==> src/rtl/core/stt_pkg.sv <==
// Shared types and constants for the software timer table.
// No dependencies; imported by the controller, the datapath and the top level.
`default_nettype none
package stt_pkg;

    localparam int NUM_TIMERS_DEF = 16;

    typedef enum logic [2:0] {
        K_TICK   = 3'd0,
        K_CREATE = 3'd1,
        K_DELETE = 3'd2,
        K_START  = 3'd3,
        K_STOP   = 3'd4,
        K_QUERY  = 3'd5,
        K_RSVD6  = 3'd6,
        K_RSVD7  = 3'd7
    } t_kind;

    typedef enum logic [1:0] {
        PH_UNUSED  = 2'd0,
        PH_STOPPED = 2'd1,
        PH_RUNNING = 2'd2,
        PH_DONE    = 2'd3
    } t_phase;

    localparam logic [2:0] ST_NONE       = 3'd0;
    localparam logic [2:0] ST_BAD_PERIOD = 3'd1;
    localparam logic [2:0] ST_BAD_DELAY  = 3'd2;
    localparam logic [2:0] ST_BAD_OPTION = 3'd3;
    localparam logic [2:0] ST_NONE_FREE  = 3'd4;
    localparam logic [2:0] ST_INACTIVE   = 3'd5;
    localparam logic [2:0] ST_NO_CB      = 3'd6;
    localparam logic [2:0] ST_STOPPED    = 3'd7;

    localparam logic [1:0] OPT_ONESHOT  = 2'd0;
    localparam logic [1:0] OPT_PERIODIC = 2'd1;
    localparam logic [1:0] OPT_CB       = 2'd1;
    localparam logic [1:0] OPT_CB_VALUE = 2'd2;
    localparam logic [1:0] OPT_INVALID  = 2'd3;

    typedef enum logic [2:0] {
        S_IDLE,
        S_READ,
        S_EXEC,
        S_REPLY,
        S_SCAN_RD,
        S_SCAN_EV,
        S_FLUSH
    } t_state;

    // Per-timer record held in the datapath memory.
    typedef struct packed {
        logic        periodic;
        logic        cb_en;
        logic [31:0] delay;
        logic [31:0] period;
        logic [31:0] match;
        logic [31:0] cb_word;
    } t_rec;

    typedef struct packed {
        logic load;
        logic now_inc;
        logic rd;
        logic rd_scan;
        logic exec;
        logic reply_ok;
        logic idx_clr;
        logic idx_inc;
        logic scan_step;
        logic flush;
    } t_cmd;

    typedef struct packed {
        logic fires;
        logic scan_ev;
        logic pend;
        logic idx_last;
        logic out_free;
    } t_sts;

endpackage
`default_nettype wire

==> src/rtl/core/stt_ctrl.sv <==
// Controller state machine for the software timer table.
// Depends on stt_pkg; drives the datapath through t_cmd and reads t_sts.
`default_nettype none
module stt_ctrl (
    input  wire logic          i_clk,
    input  wire logic          i_rst_n,
    input  wire logic          i_valid,
    input  wire logic [2:0]    i_kind,
    output logic               o_stall,
    input  wire stt_pkg::t_sts i_sts,
    output stt_pkg::t_cmd      o_cmd
);
    import stt_pkg::*;

    t_state r_state, n_state;

    always_ff @(posedge i_clk) begin
        if (!i_rst_n) begin
            r_state <= S_IDLE;
        end else begin
            r_state <= n_state;
        end
    end

    always_comb begin
        n_state = r_state;
        o_cmd   = '0;
        o_stall = (r_state != S_IDLE);
        unique case (r_state)
            S_IDLE: begin
                if (i_valid) begin
                    o_cmd.load = 1'b1;
                    if (t_kind'(i_kind) == K_TICK) begin
                        o_cmd.now_inc = 1'b1;
                        o_cmd.idx_clr = 1'b1;
                        n_state       = S_SCAN_RD;
                    end else if (t_kind'(i_kind) != K_RSVD6 &&
                                 t_kind'(i_kind) != K_RSVD7) begin
                        n_state = S_READ;
                    end
                end
            end
            S_READ: begin
                o_cmd.rd = 1'b1;
                n_state  = S_EXEC;
            end
            S_EXEC: begin
                if (i_sts.out_free) begin
                    o_cmd.exec = 1'b1;
                    n_state    = i_sts.fires ? S_REPLY : S_IDLE;
                end
            end
            S_REPLY: begin
                if (i_sts.out_free) begin
                    o_cmd.reply_ok = 1'b1;
                    n_state        = S_IDLE;
                end
            end
            S_SCAN_RD: begin
                o_cmd.rd_scan = 1'b1;
                n_state       = S_SCAN_EV;
            end
            S_SCAN_EV: begin
                // A new event displaces the held one, which needs the output slot.
                if (!(i_sts.scan_ev && i_sts.pend && !i_sts.out_free)) begin
                    o_cmd.scan_step = 1'b1;
                    if (i_sts.idx_last) begin
                        n_state = S_FLUSH;
                    end else begin
                        o_cmd.idx_inc = 1'b1;
                        n_state       = S_SCAN_RD;
                    end
                end
            end
            S_FLUSH: begin
                if (!i_sts.pend) begin
                    n_state = S_IDLE;
                end else if (i_sts.out_free) begin
                    o_cmd.flush = 1'b1;
                    n_state     = S_IDLE;
                end
            end
            default: n_state = S_IDLE;
        endcase
    end

endmodule
`default_nettype wire

==> src/rtl/core/stt_dpath.sv <==
// Datapath of the software timer table: timer record memory, phase flags,
// free stack, tick time and the output register. Depends on stt_pkg.
`default_nettype none
module stt_dpath #(
    parameter int NUM_TIMERS = stt_pkg::NUM_TIMERS_DEF
) (
    input  wire logic          i_clk,
    input  wire logic          i_rst_n,
    input  wire stt_pkg::t_cmd i_cmd,
    output stt_pkg::t_sts      o_sts,
    input  wire logic [2:0]    i_kind,
    input  wire logic [3:0]    i_timer,
    input  wire logic [31:0]   i_delay,
    input  wire logic [31:0]   i_period,
    input  wire logic [1:0]    i_option,
    input  wire logic          i_has_callback,
    input  wire logic [31:0]   i_cb_value,
    output logic               o_valid,
    input  wire logic          i_stall,
    output logic               o_ok,
    output logic [2:0]         o_status,
    output logic [3:0]         o_handle,
    output logic [31:0]        o_remain,
    output logic               o_fired,
    output logic [31:0]        o_event_value,
    output logic               o_last
);
    import stt_pkg::*;

    localparam int IW = (NUM_TIMERS > 1) ? $clog2(NUM_TIMERS) : 1;

    // Latched item.
    t_kind       r_kind;
    logic [3:0]  r_t;
    logic [31:0] r_delay, r_period, r_cbv;
    logic [1:0]  r_opt;
    logic        r_hascb;

    logic [31:0]   r_now;
    logic [IW-1:0] r_idx;
    logic [IW:0]   r_fc;

    t_rec          r_mem [NUM_TIMERS];
    t_rec          r_rd;
    t_phase        r_phase [NUM_TIMERS];
    logic [IW-1:0] r_stk [NUM_TIMERS];
    logic [NUM_TIMERS-1:0] r_svld;
    logic [IW-1:0] r_stk_rd;
    logic          r_stk_rd_vld;

    logic          r_pend;
    logic [IW-1:0] r_pend_h;
    logic [31:0]   r_pend_v;

    logic          r_ov;
    logic          r_ok, r_fired, r_last;
    logic [2:0]    r_status;
    logic [3:0]    r_handle;
    logic [31:0]   r_remain, r_value;

    logic [IW-1:0] tidx, stk_top, pop_idx, ph_wa, mem_wa;
    logic          t_in, out_free, hit, scan_ev;
    t_phase        ph_t, ph_wd;
    logic          ph_we, mem_we, push, stk_push, stk_pop;
    t_rec          mem_wd;
    logic          p_ok, p_fired, p_last, fires;
    logic [2:0]    p_status;
    logic [3:0]    p_handle;
    logic [31:0]   p_remain, p_value, arm_d;

    assign tidx     = IW'(r_t);
    assign t_in     = (int'(r_t) < NUM_TIMERS);
    assign stk_top  = IW'(r_fc - 1'b1);
    assign pop_idx  = r_stk_rd_vld ? r_stk_rd : (IW'(NUM_TIMERS - 1) - stk_top);
    assign out_free = !r_ov || !i_stall;
    assign ph_t     = t_in ? r_phase[tidx] : PH_UNUSED;
    assign hit      = (r_phase[r_idx] == PH_RUNNING) && (r_rd.match == r_now);
    assign scan_ev  = hit && r_rd.cb_en;
    assign arm_d    = (r_rd.delay != 32'd0) ? r_rd.delay : r_rd.period;

    always_comb begin
        o_sts          = '0;
        o_sts.scan_ev  = scan_ev;
        o_sts.pend     = r_pend;
        o_sts.idx_last = (int'(r_idx) == NUM_TIMERS - 1);
        o_sts.out_free = out_free;
        o_sts.fires    = fires;
    end

    // Command execution, scan step and result selection.
    always_comb begin
        ph_we    = 1'b0;
        ph_wa    = tidx;
        ph_wd    = PH_UNUSED;
        mem_we   = 1'b0;
        mem_wa   = tidx;
        mem_wd   = r_rd;
        stk_push = 1'b0;
        stk_pop  = 1'b0;
        push     = 1'b0;
        fires    = 1'b0;
        p_ok     = 1'b0;
        p_status = ST_NONE;
        p_handle = 4'd0;
        p_remain = 32'd0;
        p_fired  = 1'b0;
        p_value  = 32'd0;
        p_last   = 1'b1;
        if (r_kind == K_STOP && ph_t == PH_RUNNING &&
            (r_opt == OPT_CB || r_opt == OPT_CB_VALUE) && r_rd.cb_en) begin
            fires = 1'b1;
        end
        if (i_cmd.exec) begin
            push = 1'b1;
            case (r_kind)
                K_CREATE: begin
                    if (r_opt == OPT_PERIODIC && r_period == 32'd0) begin
                        p_status = ST_BAD_PERIOD;
                    end else if (r_opt == OPT_ONESHOT && r_delay == 32'd0) begin
                        p_status = ST_BAD_DELAY;
                    end else if (r_opt[1]) begin
                        p_status = ST_BAD_OPTION;
                    end else if (r_fc == '0) begin
                        p_status = ST_NONE_FREE;
                    end else begin
                        stk_pop  = 1'b1;
                        ph_we    = 1'b1;
                        ph_wa    = pop_idx;
                        ph_wd    = PH_STOPPED;
                        mem_we   = 1'b1;
                        mem_wa   = pop_idx;
                        mem_wd   = '{periodic: r_opt[0], cb_en: r_hascb, delay: r_delay,
                                     period: r_period, match: 32'd0, cb_word: r_cbv};
                        p_ok     = 1'b1;
                        p_handle = 4'(pop_idx);
                    end
                end
                K_DELETE: begin
                    if (ph_t == PH_UNUSED) begin
                        p_status = ST_INACTIVE;
                    end else begin
                        ph_we    = 1'b1;
                        ph_wd    = PH_UNUSED;
                        stk_push = (int'(r_fc) < NUM_TIMERS);
                        p_ok     = 1'b1;
                    end
                end
                K_START: begin
                    if (ph_t == PH_UNUSED) begin
                        p_status = ST_INACTIVE;
                    end else begin
                        ph_we        = 1'b1;
                        ph_wd        = PH_RUNNING;
                        mem_we       = 1'b1;
                        mem_wd.match = arm_d + r_now;
                        p_ok         = 1'b1;
                    end
                end
                K_STOP: begin
                    if (ph_t == PH_UNUSED) begin
                        p_status = ST_INACTIVE;
                    end else if (ph_t != PH_RUNNING) begin
                        p_ok     = 1'b1;
                        p_status = ST_STOPPED;
                    end else begin
                        ph_we = 1'b1;
                        ph_wd = PH_STOPPED;
                        if (fires) begin
                            p_handle = r_t;
                            p_fired  = 1'b1;
                            p_value  = (r_opt == OPT_CB) ? r_rd.cb_word : r_cbv;
                            p_last   = 1'b0;
                        end else begin
                            p_ok = 1'b1;
                            case (r_opt) inside
                                OPT_CB, OPT_CB_VALUE: p_status = ST_NO_CB;
                                OPT_INVALID:          p_status = ST_BAD_OPTION;
                                default:              p_status = ST_NONE;
                            endcase
                        end
                    end
                end
                K_QUERY: begin
                    if (ph_t == PH_UNUSED) begin
                        p_status = ST_INACTIVE;
                    end else begin
                        p_ok = 1'b1;
                        if (ph_t == PH_RUNNING) begin
                            p_remain = r_rd.match - r_now;
                        end else if (ph_t == PH_STOPPED) begin
                            p_remain = (r_rd.periodic && r_rd.delay == 32'd0) ?
                                       r_rd.period : r_rd.delay;
                        end
                    end
                end
                default: push = 1'b0;
            endcase
        end else if (i_cmd.reply_ok) begin
            push = 1'b1;
            p_ok = 1'b1;
        end else if (i_cmd.scan_step) begin
            ph_wa  = r_idx;
            mem_wa = r_idx;
            if (hit) begin
                if (r_rd.periodic) begin
                    mem_we       = 1'b1;
                    mem_wd.match = r_rd.period + r_now;
                end else begin
                    ph_we = 1'b1;
                    ph_wd = PH_DONE;
                end
            end
            if (hit && r_rd.cb_en && r_pend) begin
                push     = 1'b1;
                p_handle = 4'(r_pend_h);
                p_fired  = 1'b1;
                p_value  = r_pend_v;
                p_last   = 1'b0;
            end
        end else if (i_cmd.flush) begin
            push     = 1'b1;
            p_handle = 4'(r_pend_h);
            p_fired  = 1'b1;
            p_value  = r_pend_v;
        end
    end

    always_ff @(posedge i_clk) begin
        if (i_cmd.load) begin
            r_kind   <= t_kind'(i_kind);
            r_t      <= i_timer;
            r_delay  <= i_delay;
            r_period <= i_period;
            r_opt    <= i_option;
            r_hascb  <= i_has_callback;
            r_cbv    <= i_cb_value;
        end
        if (mem_we) begin
            r_mem[mem_wa] <= mem_wd;
        end
        if (i_cmd.rd) begin
            r_rd <= r_mem[tidx];
        end else if (i_cmd.rd_scan) begin
            r_rd <= r_mem[r_idx];
        end
        if (i_cmd.rd) begin
            r_stk_rd     <= r_stk[stk_top];
            r_stk_rd_vld <= r_svld[stk_top];
        end
        if (stk_push) begin
            r_stk[IW'(r_fc)] <= tidx;
        end
        if (i_cmd.scan_step && scan_ev) begin
            r_pend_h <= r_idx;
            r_pend_v <= r_rd.cb_word;
        end
        if (push) begin
            r_ok     <= p_ok;
            r_status <= p_status;
            r_handle <= p_handle;
            r_remain <= p_remain;
            r_fired  <= p_fired;
            r_value  <= p_value;
            r_last   <= p_last;
        end
    end

    always_ff @(posedge i_clk) begin
        if (!i_rst_n) begin
            r_now  <= '0;
            r_idx  <= '0;
            r_fc   <= (IW + 1)'(NUM_TIMERS);
            r_svld <= '0;
            r_pend <= 1'b0;
            r_ov   <= 1'b0;
            for (int k = 0; k < NUM_TIMERS; k++) begin
                r_phase[k] <= PH_UNUSED;
            end
        end else begin
            if (i_cmd.now_inc) begin
                r_now <= r_now + 32'd1;
            end
            if (i_cmd.idx_clr) begin
                r_idx <= '0;
            end else if (i_cmd.idx_inc) begin
                r_idx <= r_idx + 1'b1;
            end
            if (ph_we) begin
                r_phase[ph_wa] <= ph_wd;
            end
            if (stk_push) begin
                r_svld[IW'(r_fc)] <= 1'b1;
                r_fc              <= r_fc + 1'b1;
            end else if (stk_pop) begin
                r_fc <= r_fc - 1'b1;
            end
            if (i_cmd.scan_step && scan_ev) begin
                r_pend <= 1'b1;
            end else if (i_cmd.flush) begin
                r_pend <= 1'b0;
            end
            if (push) begin
                r_ov <= 1'b1;
            end else if (!i_stall) begin
                r_ov <= 1'b0;
            end
        end
    end

    assign o_valid       = r_ov;
    assign o_ok          = r_ok;
    assign o_status      = r_status;
    assign o_handle      = r_handle;
    assign o_remain      = r_remain;
    assign o_fired       = r_fired;
    assign o_event_value = r_value;
    assign o_last        = r_last;

endmodule
`default_nettype wire

==> src/rtl/core/software_timer_table.sv <==
// Software timer table: a pool of NUM_TIMERS one-shot or periodic timers with a
// 32-bit tick time. Items are taken one at a time. A command passes through the
// steps register the item, read the timer record and execute, plus a reply step for
// a stop that delivers a callback event; a tick scans the timer memory one entry
// at a time (read, then compare and update), and the consumer can hold any step
// that writes the output register by stalling it. Events of a tick come out in
// timer index order, the last one flagged with last. Depends on stt_pkg,
// stt_ctrl and stt_dpath.
`default_nettype none
module software_timer_table #(
    parameter int NUM_TIMERS = stt_pkg::NUM_TIMERS_DEF
) (
    input  wire logic        i_clk,
    input  wire logic        i_rst_n,
    input  wire logic        i_valid,
    output logic             o_stall,
    input  wire logic [2:0]  i_kind,
    input  wire logic [3:0]  i_timer,
    input  wire logic [31:0] i_delay,
    input  wire logic [31:0] i_period,
    input  wire logic [1:0]  i_option,
    input  wire logic        i_has_callback,
    input  wire logic [31:0] i_cb_value,
    output logic             o_valid,
    input  wire logic        i_stall,
    output logic             o_ok,
    output logic [2:0]       o_status,
    output logic [3:0]       o_handle,
    output logic [31:0]      o_remain,
    output logic             o_fired,
    output logic [31:0]      o_event_value,
    output logic             o_last
);
    import stt_pkg::*;

    t_cmd cmd;
    t_sts sts;

    stt_ctrl u_ctrl (
        .i_clk   (i_clk),
        .i_rst_n (i_rst_n),
        .i_valid (i_valid),
        .i_kind  (i_kind),
        .o_stall (o_stall),
        .i_sts   (sts),
        .o_cmd   (cmd)
    );

    stt_dpath #(
        .NUM_TIMERS (NUM_TIMERS)
    ) u_dpath (
        .i_clk          (i_clk),
        .i_rst_n        (i_rst_n),
        .i_cmd          (cmd),
        .o_sts          (sts),
        .i_kind         (i_kind),
        .i_timer        (i_timer),
        .i_delay        (i_delay),
        .i_period       (i_period),
        .i_option       (i_option),
        .i_has_callback (i_has_callback),
        .i_cb_value     (i_cb_value),
        .o_valid        (o_valid),
        .i_stall        (i_stall),
        .o_ok           (o_ok),
        .o_status       (o_status),
        .o_handle       (o_handle),
        .o_remain       (o_remain),
        .o_fired        (o_fired),
        .o_event_value  (o_event_value),
        .o_last         (o_last)
    );

endmodule
`default_nettype wire

==> config.mk <==
export PLATFORM = sky130hd
export DESIGN_NAME = software_timer_table
export DESIGN_NICKNAME = d
export VERILOG_FILES = /design/src/rtl/core/stt_pkg.sv /design/src/rtl/core/stt_ctrl.sv /design/src/rtl/core/stt_dpath.sv /design/src/rtl/core/software_timer_table.sv
export SDC_FILE = /design/constraint.sdc
export NUM_CORES = 2
export LEC_CHECK = 0
export ABC_CLOCK_PERIOD_IN_PS = 8800
export BUFFER_PORTS_ARGS = -buffer_cell sky130_fd_sc_hd__buf_2
export CORE_AREA = 2 2 496 498
export CTS_CLUSTER_SIZE = 28
export DETAILED_ROUTE_END_ITERATION = 12
export DIE_AREA = 0 0 498 500
export MAX_ROUTING_LAYER = met4
export PLACE_DENSITY = 0.78
export SLEW_MARGIN = 20
export SYNTH_ARGS = -nofsm -noshare
export SYNTH_HDL_FRONTEND = slang
export SYNTH_SLANG_ARGS = --single-unit
==> constraint.sdc <==
create_clock -name i_clk -period 8.8 [get_ports i_clk]
set_clock_uncertainty 0.15 [all_clocks]
set_input_delay 1.76 -clock i_clk [delete_from_list [all_inputs] [get_ports i_clk]]
set_output_delay 1.76 -clock i_clk [all_outputs]
set_load 0.1 [all_outputs]
==> results.sh <==
export IMPL_status="complete, no violations"
export IMPL_io_buffer_count=185
export IMPL_fmax_mhz=163
export IMPL_overflow=0
export IMPL_setup_viol=0
export IMPL_wl_per_cell_um=34.3
export IMPL_rr_worst_depth=10
export IMPL_vias_per_cell=6.99
export IMPL_ios=186
export IMPL_rows=182
export IMPL_critical_path_slowest_cell="nor2_4"
export IMPL_final_nets=6661
export IMPL_ir_drop_uv=179
export IMPL_synth_main_ff_cell="edfxtp_1"
export IMPL_first_pass_iters=6
export IMPL_core_mm2=0.244
export IMPL_synth_edf_count=2527
export IMPL_drive_gt1_frac=0.338
export IMPL_grt_pass1_wl_um=491000
export IMPL_ys_types=86
export IMPL_avgSynthCellArea_um2=19.4
export IMPL_period_needed_ns=6.15
export IMPL_die_w_um=498
export IMPL_worstHoldPathType="flip-flop to flip-flop"
export IMPL_seq_area_mm2=0.0773
export IMPL_reg2reg_from="u_dpath.r_delay[29]"
export IMPL_grt_max_degree=144
export IMPL_power_leakage_nw=42.3
export IMPL_cts_sinks=2597
export IMPL_min_path_cells=1
export IMPL_cp_cell_sequence="nor4_1 -> nand4_1 -> o41ai_2 -> or4_1 -> or2_4 -> nand2_2 -> o221ai_2 -> nand2b_1 -> nor2_4 -> buf_12"
export IMPL_hold_viol_final=0
export IMPL_wirelength_um=339000
export IMPL_synthesis_nets=6464
export IMPL_worstPathRequired_ns=9.20
export IMPL_start_util=0.496
export IMPL_stdcell_area_mm2=0.135
export IMPL_path_clk_slew_ns=0.06
export IMPL_worst_pin_slew_ns=1.19
export IMPL_yosysMostFrequentCell="edfxtp_1"
export IMPL_syn_to_final_growth_pct=11.2
export IMPL_power_mw=27.9
export IMPL_r2r_end="u_dpath.r_mem[10][102]"
export IMPL_grtUsageTotal=0.279
export IMPL_path_class="flip-flop to flip-flop"
export IMPL_synth_top_area_share=0.626
export IMPL_cp_data_arrival_time_ns=6.56
export IMPL_ys_top_cells_by_area="edfxtp_1 (63%), mux4_2 (25%), nand2_1 (1.4%)"
export IMPL_synth_area_mm2=0.121
export IMPL_start_kind="flip-flop"
export IMPL_num_fill_cells=17622
export IMPL_path_max_fanout=53
export IMPL_antenna_found_initial=12
export IMPL_rsz0062_at_grt="no"
export IMPL_yosys_top_cells_count="edfxtp_1 (2527), mux4_2 (1337), nand2_1 (445), clkbuf_1 (278), nor2_1 (163)"
export IMPL_post_dp_cell_area_mm2=0.126
export IMPL_slew_viol_final=0
export IMPL_hold_start="u_dpath.r_svld[1]"
export IMPL_globalplace_congestion=1.02
export IMPL_startpoint="u_dpath.r_delay[29]"
export IMPL_syn_inst=6241
export IMPL_period_share=0.699
export IMPL_final_antenna_net_count=0
export IMPL_yosys_warnings=0
export IMPL_endpoint_kind="flip-flop"
export IMPL_crit_end="u_dpath.r_mem[10][102]"
export IMPL_ctsHoldBuffers=0
export IMPL_synth_seq_cells=2597
export IMPL_cts_resized=0
export IMPL_max_slew_margin_rel=0.200
export IMPL_max_stage_delay_ns=0.95
export IMPL_clk_latency_ns=0.95
export IMPL_cts_tree="done"
export IMPL_yosysTopAreaCell="edfxtp_1"
export IMPL_grt_pass1_vias=69935
export IMPL_clockBufferDepth=4
export IMPL_r2r_slack_ns=2.65
export IMPL_cts_setup_buffers=0
export IMPL_route_vias_total=68964
export IMPL_cts_buffers=278
export IMPL_max_cap_violations=0
export IMPL_htreeDepth=5
export IMPL_yosysSeqAreaShare=0.638
export IMPL_die_h_um=500
export IMPL_pwr_density_cell_mw_per_mm2=207
export IMPL_clockRootBuffer="clkbuf_16"
export IMPL_dp_hpwl_um=190000
export IMPL_synth_async_reset_ratio=0
export IMPL_multiInputGateArea_mm2=0.0423
export IMPL_drtIter0Drc=10397
export IMPL_die_area_mm2=0.249
export IMPL_drc=0
## sequential cells by signal, indices dropped and copies added, names as in the netlist, 5 cells and up, named ones only
signal	count
u_dpath.o_event_value	32
u_dpath.o_remain	32
u_dpath.r_cbv	32
u_dpath.r_delay	32
u_dpath.r_fc	5
u_dpath.r_mem	2080
u_dpath.r_now	32
u_dpath.r_pend_v	32
u_dpath.r_period	32
u_dpath.r_phase	32
u_dpath.r_rd	130
u_dpath.r_stk	64
u_dpath.r_svld	16
## layout by cell type, fill, tap and decap left out, types with 22 or more instances in the layout
cell	count
edfxtp_1	2527
mux4_2	1337
nand2_1	445
clkbuf_16	286
buf_2	185
nor2_1	143
mux2_2	132
o21ai_0	126
ha_1	109
a21oi_1	102
buf_4	100
a21o_1	93
xnor2_1	76
inv_1	69
dfxtp_1	62
clkinv_2	55
and2_1	51
clkbuf_1	49
mux2i_1	46
clkinv_1	44
buf_12	32
o21a_1	31
nand3_1	29
xor2_1	29
nor3_1	29
nand4_1	27
nor4_1	23
a22oi_1	22
## critical path, delay by kind of cell (launching register included)
family	cells	cell delay [ns]
DFF	1	0.39
buffers and inverters	1	0.48
AOI/OAI and AO/OA	2	1.23
and+or+nand+nor	7	3.41
## routing by layer
layer  up-vias  part of all wire  track usage
met2      5075              0.48        0.432
met5         -                 0            -
met1     36191              0.36        0.369
li1      26871                 -            -
met4         0             0.044        0.108
met3       827              0.11       0.0541
## power breakdown
part | internal (mW) | switching [mW] | total, mW | leakage (nW)
clock | 6.39 | 4.81 | 11.2 | 4.15
combinational | 1.15 | 1.47 | 2.61 | 14.6
sequential | 13.9 | 0.238 | 14.1 | 23.6
## final cells by class
type	count	share of cell area
inverter	71	0.00198
antenna	5	0.0000928
tap	3220	0.0299
multi-input combinational	3168	0.314
clock buffer	335	0.0545
sequential	2597	0.574
clock inverter	143	0.00843
timing repair buffer	322	0.0176
## through the flow
stage	TNS [ns]	utilization	setup slack [ns]	std cells	hold WS, ns
after floorplan	-1315.30	-	-0.710	6241	0.285
after global placement	0	0.517	0.871	9373	0.291
after detailed placement	0	0.517	2.74	9376	0.300
after CTS	0	0.551	2.83	9854	0.315
after global routing	0	0.552	2.54	9860	0.332
final	0	0.552	2.65	9861	0.313
## logic make-up after synthesis
group,count (synthesis),synth area share
AND/OR/NAND/NOR,895,0.0339
buffers and inverters,476,0.0152
adder cells (fa/ha/maj),113,0.0118
XOR/XNOR,105,0.00759
flip-flops,2597,0.638
multiplexers,1516,0.265
AO/OA/AOI/OAI,539,0.0294
## worst min-delay path by stage
stage / end / slack (ns)
CTS: u_dpath.r_svld[1] / 0.31
global placement: u_dpath.r_svld[9] / 0.29
global route: u_dpath.r_svld[4] / 0.33
floorplan: u_dpath.r_svld[13] / 0.29
finish: u_dpath.r_svld[1] / 0.31
detailed placement: u_dpath.r_svld[1] / 0.30
No activity file was read; power rests on OpenSTA's default activity.
